--- config.mk ---
export PLATFORM = sky130hd
export DESIGN_NAME = thid_lcg
export DESIGN_NICKNAME = d
export VERILOG_FILES = /design/src/rtl/core/thid_pkg.sv /design/src/rtl/core/thid_lcg.sv
export SDC_FILE = /design/constraint.sdc
export NUM_CORES = 2
export LEC_CHECK = 0
export BUFFER_PORTS_ARGS = -buffer_cell sky130_fd_sc_hd__buf_4
export CAP_MARGIN = 10
export CORE_MARGIN = 8
export CORE_UTILIZATION = 46
export DETAILED_ROUTE_END_ITERATION = 12
export GPL_TIMING_DRIVEN = 0
export PLACE_DENSITY_LB_ADDON = 0.12
export SYNTH_ARGS = -nofsm -noshare
export SYNTH_HDL_FRONTEND = slang
export SYNTH_SLANG_ARGS = --single-unit
--- constraint.sdc ---
create_clock -name i_clk -period 13 [get_ports i_clk]
set_input_delay 0.65 -clock i_clk [delete_from_list [all_inputs] [get_ports i_clk]]
set_output_delay 0.65 -clock i_clk [all_outputs]
set_load 0.02 [all_outputs]
--- src/rtl/core/thid_pkg.sv ---
`timescale 1ns / 1ps
// ============================================================================
// thid_pkg
// Shared types, constants and helpers for the tile heatmap ignite/decay block.
// ============================================================================
package thid_pkg;

    // Input operation codes.
    typedef enum logic [1:0] {
        ACT_TICK    = 2'd0,
        ACT_READ    = 2'd1,
        ACT_REGEN   = 2'd2,
        ACT_OVERLAY = 2'd3
    } t_action;

    // Configuration register indexes.
    localparam logic [1:0] CFG_ROWS  = 2'd0;
    localparam logic [1:0] CFG_TILES = 2'd1;
    localparam logic [1:0] CFG_BANDS = 2'd2;

    // Sequencer states of the top level.
    typedef enum logic [2:0] {
        S_IDLE,
        S_RD_WAIT,
        S_RD_OUT,
        S_TICK,
        S_GEN_JIT,
        S_GEN_THR,
        S_GEN_ROW
    } t_state;

    // Phases of the random number unit.
    typedef enum logic [2:0] {
        L_IDLE,
        L_MUL0,
        L_MUL1,
        L_MUL2,
        L_DIV,
        L_MOD
    } t_lcg_ph;

    // Generator constants.
    localparam logic [63:0] LCG_SEED = 64'h0000_C1AB_1A10_15D5;
    localparam logic [63:0] LCG_MUL  = 64'd6364136223846793005;
    localparam logic [63:0] LCG_INC  = 64'd1442695040888963407;

    // Reciprocals that give exact quotients by 5 and by 1000 of a 31-bit draw.
    localparam logic [31:0] LCG_RCP5     = 32'd3435973837;
    localparam int          LCG_RCP5_SH  = 34;
    localparam logic [31:0] LCG_RCP1K    = 32'd2199023256;
    localparam int          LCG_RCP1K_SH = 41;

    // Threshold = 164 + 3k + floor(31k / 1000); the last term by reciprocal.
    localparam logic [11:0] THR_BASE  = 12'd164;
    localparam logic [20:0] THR_RECIP = 21'd1040205;
    localparam int          THR_SHIFT = 25;

    // Intensity constants, 1.0 = 4096.
    localparam logic [12:0] LEVEL_CAP = 13'd4301;
    localparam logic [11:0] DECAY_NUM = 12'd3604;
    localparam logic [12:0] FLOOR_LIM = 13'd4;

    // One store entry.
    typedef struct packed {
        logic [3:0]  band;
        logic [11:0] thr;
        logic [12:0] level;
    } t_cell;

    // Control and status of the random number unit.
    typedef struct packed {
        logic start;
        logic seed;
        logic thou;
    } t_lcg_ctrl;

    typedef struct packed {
        logic       done;
        logic [9:0] rem;
    } t_lcg_stat;

    // Brightness tier of an intensity.
    function automatic logic [2:0] tier_of(input logic [12:0] v);
        logic [2:0] t;
        if (v >= 13'd3482)      t = 3'd6;
        else if (v >= 13'd2663) t = 3'd5;
        else if (v >= 13'd1844) t = 3'd4;
        else if (v >= 13'd1147) t = 3'd3;
        else if (v >= 13'd615)  t = 3'd2;
        else if (v >= 13'd205)  t = 3'd1;
        else                    t = 3'd0;
        return t;
    endfunction

endpackage

--- src/rtl/core/thid_lcg.sv ---
`timescale 1ns / 1ps
// ============================================================================
// thid_lcg
// 64-bit LCG stepped on one shared 32x32 multiplier in phases MUL0 to MUL2,
// then the remainder of (state >> 33) by 5 or by 1000 in phases DIV and MOD: a
// reciprocal multiplication for the quotient and a subtract for the remainder.
// ============================================================================
module thid_lcg (
    input  logic                i_clk,
    input  logic                i_rst_n,
    input  thid_pkg::t_lcg_ctrl i_ctrl,
    output thid_pkg::t_lcg_stat o_stat
);
    import thid_pkg::*;

    t_lcg_ph     r_ph;
    logic [63:0] r_s;
    logic [63:0] r_acc;
    logic [28:0] r_quo;
    logic [9:0]  r_rem;
    logic        r_thou;
    logic        r_done;

    logic [31:0] mul_a;
    logic [31:0] mul_b;
    logic [63:0] prod;
    logic [30:0] draw;
    logic [31:0] hi_sum;
    logic [28:0] quo;
    logic [30:0] qd;
    logic [30:0] rem_full;

    // Shared multiplier operand selection and remainder arithmetic.
    always_comb begin
        draw    = r_s[63:33];
        if (r_ph == L_MUL1)     mul_a = r_s[63:32];
        else if (r_ph == L_DIV) mul_a = {1'b0, draw};
        else                    mul_a = r_s[31:0];
        if (r_ph == L_MUL2)     mul_b = LCG_MUL[63:32];
        else if (r_ph == L_DIV) mul_b = r_thou ? LCG_RCP1K : LCG_RCP5;
        else                    mul_b = LCG_MUL[31:0];
        prod    = 64'(mul_a) * 64'(mul_b);
        hi_sum  = r_acc[63:32] + prod[31:0];
        quo     = r_thou ? 29'(prod >> LCG_RCP1K_SH) : 29'(prod >> LCG_RCP5_SH);
        // Quotient times the divisor: 1000q = 1024q - 16q - 8q, 5q = 4q + q.
        qd      = r_thou ? (31'(r_quo) << 10) - (31'(r_quo) << 4) - (31'(r_quo) << 3)
                         : (31'(r_quo) << 2) + 31'(r_quo);
        rem_full = draw - qd;
    end

    // Phase control.
    always_ff @(posedge i_clk) begin
        if (!i_rst_n) begin
            r_ph   <= L_IDLE;
            r_done <= 1'b0;
            r_s    <= LCG_SEED;
        end else begin
            r_done <= 1'b0;
            unique case (r_ph)
                L_IDLE: begin
                    if (i_ctrl.start) begin
                        if (i_ctrl.seed) r_s <= LCG_SEED;
                        r_ph <= L_MUL0;
                    end
                end
                L_MUL0: r_ph <= L_MUL1;
                L_MUL1: r_ph <= L_MUL2;
                L_MUL2: begin
                    r_s  <= {hi_sum, r_acc[31:0]};
                    r_ph <= L_DIV;
                end
                L_DIV: r_ph <= L_MOD;
                L_MOD: begin
                    r_done <= 1'b1;
                    r_ph   <= L_IDLE;
                end
                default: r_ph <= L_IDLE;
            endcase
        end
    end

    // Datapath registers.
    always_ff @(posedge i_clk) begin
        if (r_ph == L_IDLE && i_ctrl.start) r_thou <= i_ctrl.thou;
        if (r_ph == L_MUL0) r_acc <= prod + LCG_INC;
        if (r_ph == L_MUL1) r_acc[63:32] <= hi_sum;
        if (r_ph == L_DIV) r_quo <= quo;
        if (r_ph == L_MOD) r_rem <= rem_full[9:0];
    end

    assign o_stat.done = r_done;
    assign o_stat.rem  = r_rem;

endmodule

* Word level (Yosys, flattened, before mapping)
Index checks and enable logic that the tools add are counted.
** Storage, ports and cells
- Flip-flop bits (word level) :: 153
- Bits in latches :: 0
- Bits in writable memories :: 0
- ROM bits :: 0
- Output and inout bits :: 11
- Logic and storage cells :: 42
- Memories :: 0
** Cells by class
- $add $sub $neg :: 6
- Multipliers :: 1
- Divide/modulo/power cells :: 0
- $lt $le $gt $ge :: 0
- Equality and inequality tests :: 7
- Shift operators :: 0
- Muxes and demuxes :: 15
- Bitwise operators :: 0
- Reductions and logical operators :: 5
** Operators with widths (count)
- 64-bit two-way mux :: 3
- 32-bit two-way mux :: 5
- 64-bit case mux with 2 select lines :: 1
- 64-bit by 61-bit adder with 64-bit output, second input constant :: 1
- 32-bit by 32-bit multiplier with 64-bit output :: 1
- 32-bit adder :: 1
- 31-bit two-way mux :: 1
- 10-bit two-way mux :: 2
- 10-bit subtractor :: 2
- 3-bit case mux with 5 select lines :: 1
- 10-bit adder :: 1
- 1-bit by 10-bit subtractor with 10-bit output, first input constant :: 1
- 3-bit by 2-bit == test with 1-bit output, second input constant :: 2
- 3-bit == test, second input constant :: 2
- 2-bit inequality test, second input constant :: 2
- 2-bit nonzero test :: 2
- 3-bit by 1-bit == test with 1-bit output, second input constant :: 1
- 3-bit logical NOT :: 1
- 3-bit two-way mux :: 1
- 3-bit AND reduction :: 1
- 1-bit logical AND :: 1
- 1-bit two-way mux :: 1

* Longest topological paths before layout
- Depth after elaboration :: 7
- Depth in mapped cells :: 52
- Mapped depth without buffers :: 48

* Least setup slack after synthesis
OpenSTA, ideal clock, no wires.
- Path kind :: register to register
- Start :: register r_ph[1]
- End :: register r_acc[63], data pin
- Arrival time :: 10.253 ns
- Data required time :: 12.734 ns
- Path slack :: 2.481 ns
- Stages on the path, launching flop included :: 44
- Buffers on the path :: 7
- Clock period less this slack :: 10.519 ns
- Cell sequence :: dfxtp_1 buf_2 nor2_1 nand2_1 inv_1 clkbuf_1 clkbuf_1 buf_1 clkbuf_1 buf_1 nor3_1 fa_1 fa_1 inv_1 fa_1 fa_1 inv_1 fa_1 (+8 left out) nor2_1 mux2_2 a311oi_2 ha_1 clkbuf_1 a21oi_1 nor2b_1 o21ai_0 nand2b_1 a21o_1 a21o_1 a21oi_1 o21ai_0 a21oi_1 maj3_1 xnor2_1 nand2_1 nand3_1
** Between the ends
- Longest elaborated chain between the ends :: 7
- Elaborated cells between the ends (all ways) :: 12
- Those cells by class :: add/sub (2); mul (1); eq/ne (3); mux (6)
** RTL lines
- start: declaration :: line thid_lcg.sv:16 : t_lcg_ph r_ph;
- start signal: assignment :: line thid_lcg.sv:54 : r_ph <= L_IDLE;
- start signal: assignment :: line thid_lcg.sv:63 : r_ph <= L_MUL0;
- start signal: assignment :: line thid_lcg.sv:66 : L_MUL0: r_ph <= L_MUL1;
- 3-bit == test :: line thid_lcg.sv:37, thid_lcg.sv:40
- 32-bit two-way mux (on tied branches) :: line thid_lcg.sv:37, thid_lcg.sv:40
- 32-bit two-way mux (on tied branches) :: line thid_lcg.sv:36, thid_lcg.sv:39
- 32-bit by 32-bit multiplier with 64-bit output :: line thid_lcg.sv:42 : prod = 64'(mul_a) * 64'(mul_b);
- 64-bit by 61-bit adder with 64-bit output :: line thid_lcg.sv:85 : if (r_ph == L_MUL0) r_acc <= prod + LCG_INC;
- 64-bit two-way mux :: line thid_lcg.sv:85
- 32-bit two-way mux * :: line thid_lcg.sv:86 : if (r_ph == L_MUL1) r_acc[63:32] <= hi_sum;
- end signal: assignment :: line thid_lcg.sv:85
- end signal: assignment :: line thid_lcg.sv:86
- end: declaration :: line thid_lcg.sv:18 : logic [63:0] r_acc;
Mark *: on every way between the ends. The rest lies on a longest branch, timed or not. The select of a mux whose other input is x is not followed.
A chain may end at the register's enable or synchronous reset.

* Worst setup path in the final report
- Start :: register r_ph[1]
- End :: register r_acc[53], data pin
The elaborated chain is that of the path after synthesis.

==> qor.csv <==
stage,metric,value,unit
logic_synthesis,synth_top_area_frac,0.375,
timing,final.setup_skew,0.0211,ns
logic_synthesis,synth.area.top_cells,"fa_1 37%, ha_1 14%, inv_1 10%, edfxtp_1 6.4%, dfxtp_1 3.4%",
logic_synthesis,synth.distinct_cells,107,
clock_network,cts_root_buf,clkbuf_16,
logic_synthesis,yosysMostFrequentCell,inv_1,
logic_synthesis,synth_area,40000,um2
logic_synthesis,synth_edf_count,85,
logic_synthesis,synth_top_family_by_area,adder cells,
timing,max_freq,0.0787,GHz
final_layout,nFillCells,8546,
timing,rsz0062_at_grt,false,
worst_setup_path,critPathCaptureType,flip-flop,
place,dp_cells,5626,
logic_synthesis,postSynth.asyncResetShare,0,
worst_setup_path,r2r_slack,0.30,ns
detailed_routing,firstDrtPassIters,5,
die,die_w,311,um
global_routing,grt_overflow_total,0,
die,rows,108,
worst_setup_path,worst-path-max-fanout,10,
detailed_routing,drtIter0Drc,3622,
logic_synthesis,yosysTopAreaCell,fa_1,
status,status,"complete, no violations",
clock_network,cts.sinks,153,
timing,tns,0,ns
timing,finalMaxSlewViolations,0,
logic_synthesis,yosys_warnings,0,
detailed_routing,wire_per_inst,27.1,um
final_layout,layout-drive-gt1-share,0.0444,
clock_network,htreeDepth,4,
place,post-place-ws,-0.618,ns
worst_setup_path,crit_top_cell,fa_1,
timing,finalHoldViolCount,0,
clock_network,cts_tree,done,
min_path,hold_class,in -> reg,
logic_synthesis,synthAdderAreaFrac,0.517,
global_routing,grt_pass1_vias,32300,
logic_synthesis,synth_common_cells,"1072 x inv_1, 750 x fa_1, 453 x ha_1, 341 x nand2_1, 335 x nor2_1",
die,ioPinCount,16,
timing,setup_violations,0,
logic_synthesis,synth_xor_area_frac,0.0360,
clock_network,clock_path_buffers,2,
logic_synthesis,netlist_instances,4442,
die,die_area,96800,um2
worst_setup_path,cp_slowest_stage_delay,0.88,ns
clock_network,postCtsHoldBufs,0,
logic_synthesis,synth_seq_cells,153,
clock_network,cts_buffers,17,
detailed_routing,viasPerCell,5.64,
die,fp.dieH,311,um
worst_setup_path,critPathLaunchType,flip-flop,
final_layout,instances_no_fill,5665,
global_routing,grt_first_pass_wirelength,222000,um
place,place_area,41700,um2
worst_setup_path,crit_slowest_cell,buf_1,
place,gp_congestion,1.04,
final_layout,synthToLayoutAreaGrowth,6.35,%
global_routing,grt_use_total,0.314,
timing,timing.final.crit_period,12.70,ns
detailed_routing,vias,32000,
global_routing,antenna_found_initial,4,
final_layout,seqCellArea,3910,um2
worst_setup_path,crit_required,13.16,ns
timing,tightest_slew,1.33,ns
detailed_routing,ant_nets,0,
global_routing,grt_max_degree,33,
worst_setup_path,critPathKind,reg -> reg,
logic_synthesis,avgSynthCellArea,9.02,um2
timing,finalWorstSetupSlack,0.299,ns
place,io_buffers,15,
final_layout,finalNetCount,5704,
timing,slew_headroom,0.107,
job,cap_violations,0,
detailed_routing,postRouteWirelength,153000,um
logic_synthesis,yosys-mux-area-fraction,0.00503,
clock_network,clk_transition_reported_paths,0.08,ns
worst_setup_path,cp.arrival,12.86,ns
clock_network,clock_latency,0.45,ns
logic_synthesis,yosys_most_used_dff,edfxtp_1,
detailed_routing,drc,0,
place,hpwlAfterDp,136000,um
logic_synthesis,yosysSeqAreaShare,0.0977,
timing,post-route-period-util,0.977,
logic_synthesis,synth_compound_area_frac,0.119,
logic_synthesis,synth-simple-area-share,0.111,
die,core,86500,um2
final_layout,final_area,42600,um2
die,initial_utilization,0.463,
final_layout,multiInputGateArea,31700,um2
[registers in the layout, summed over array words and instances, names as in the netlist]
name	cells
r_rem	10
r_s	64
r_ph	3
r_acc	64
r_done	1
r_thou	1
r_quo	10
[cell families (layout without fill, tap and decap cells)]
group | after synthesis | in the layout
AND/OR/NAND/NOR | 977 | 977
other | 2 | 10
XOR/XNOR | 161 | 161
adder cells (fa/ha/maj) | 1205 | 1205
flip-flops | 153 | 153
multiplexers | 19 | 19
AO/OA/AOI/OAI | 706 | 706
buffers and inverters | 1219 | 1279
[cells in the final DEF (no fill, tap or decap), types with 33 or more instances in the layout]
master / n
a21oi_1: 184
a22oi_1: 33
nand2_1: 340
fa_1: 750
o21ai_0: 123
inv_1: 1072
o22ai_1: 41
dfxtp_1: 68
clkbuf_1: 81
edfxtp_1: 85
ha_1: 453
nor2_1: 329
nor3_1: 52
nand3_1: 39
xnor2_1: 88
a21o_1: 95
xor2_1: 63
[metal layers]
metal,vias up,GRT usage,wire (um)
li1,14100,-,-
met1,16000,0.430,63700
met2,1489,0.480,67200
met3,354,0.0453,12500
met4,2,0.166,10000
met5,-,0,16
[worst max-delay path, delay by kind of cell, from the launching register on]
family / cells / cell delay [ns]
AOI/OAI and AO/OA: 7 / 1.87
adders and majority gates: 9 / 4.34
DFF: 1 / 0.39
xor gates and xnor gates: 2 / 0.84
and+or+nand+nor: 8 / 2.21
buffers and inverters: 7 / 2.71
[path summary, 6_finish.rpt]
check,start,to,depth (start not counted)
max reg2reg,r_ph[1]$_SDFFE_PN0P_,r_acc[53]$_DFFE_PP_,33
min,i_ctrl[0],r_thou$_DFFE_PP_,1
max,r_ph[1]$_SDFFE_PN0P_,r_acc[53]$_DFFE_PP_,33
min reg2reg,r_acc[4]$_DFFE_PP_,r_s[4]$_SDFFE_PN1P_,2
[repair_timing]
item | 4_1_cts | 5_1_grt
buffers inserted | 0 | 5
pin swaps | 0 | 1
gates resized for setup | 16 | 41
endpoints found under the setup margin | 26 | 32
[metrics by stage]
| step | hold slack (ns) | utilization |
|---|---|---|
| 5_1_grt | 0.359 | 0.492 |
| 3_5_place_dp | 0.471 | 0.483 |
| 4_1_cts | 0.366 | 0.491 |
| 2_1_floorplan | 0.441 | - |
| 6_report | 0.377 | 0.493 |
| 3_3_place_gp | 0.461 | 0.481 |
[cell type report]
class                   count  area share
multi-input cells        3077       0.744
inverters                1085      0.0958
flip-flops and latches    153      0.0919
well taps                1155      0.0339
plain buffers             134      0.0132
clock buffers              17     0.00999
repair buffers             28     0.00670
clock inverters            15     0.00476
diodes                      1   0.0000588
Power is left out: the tool's default activity adds up to more than one toggle a clock period on the data nets, which glitch-free logic cannot reach.
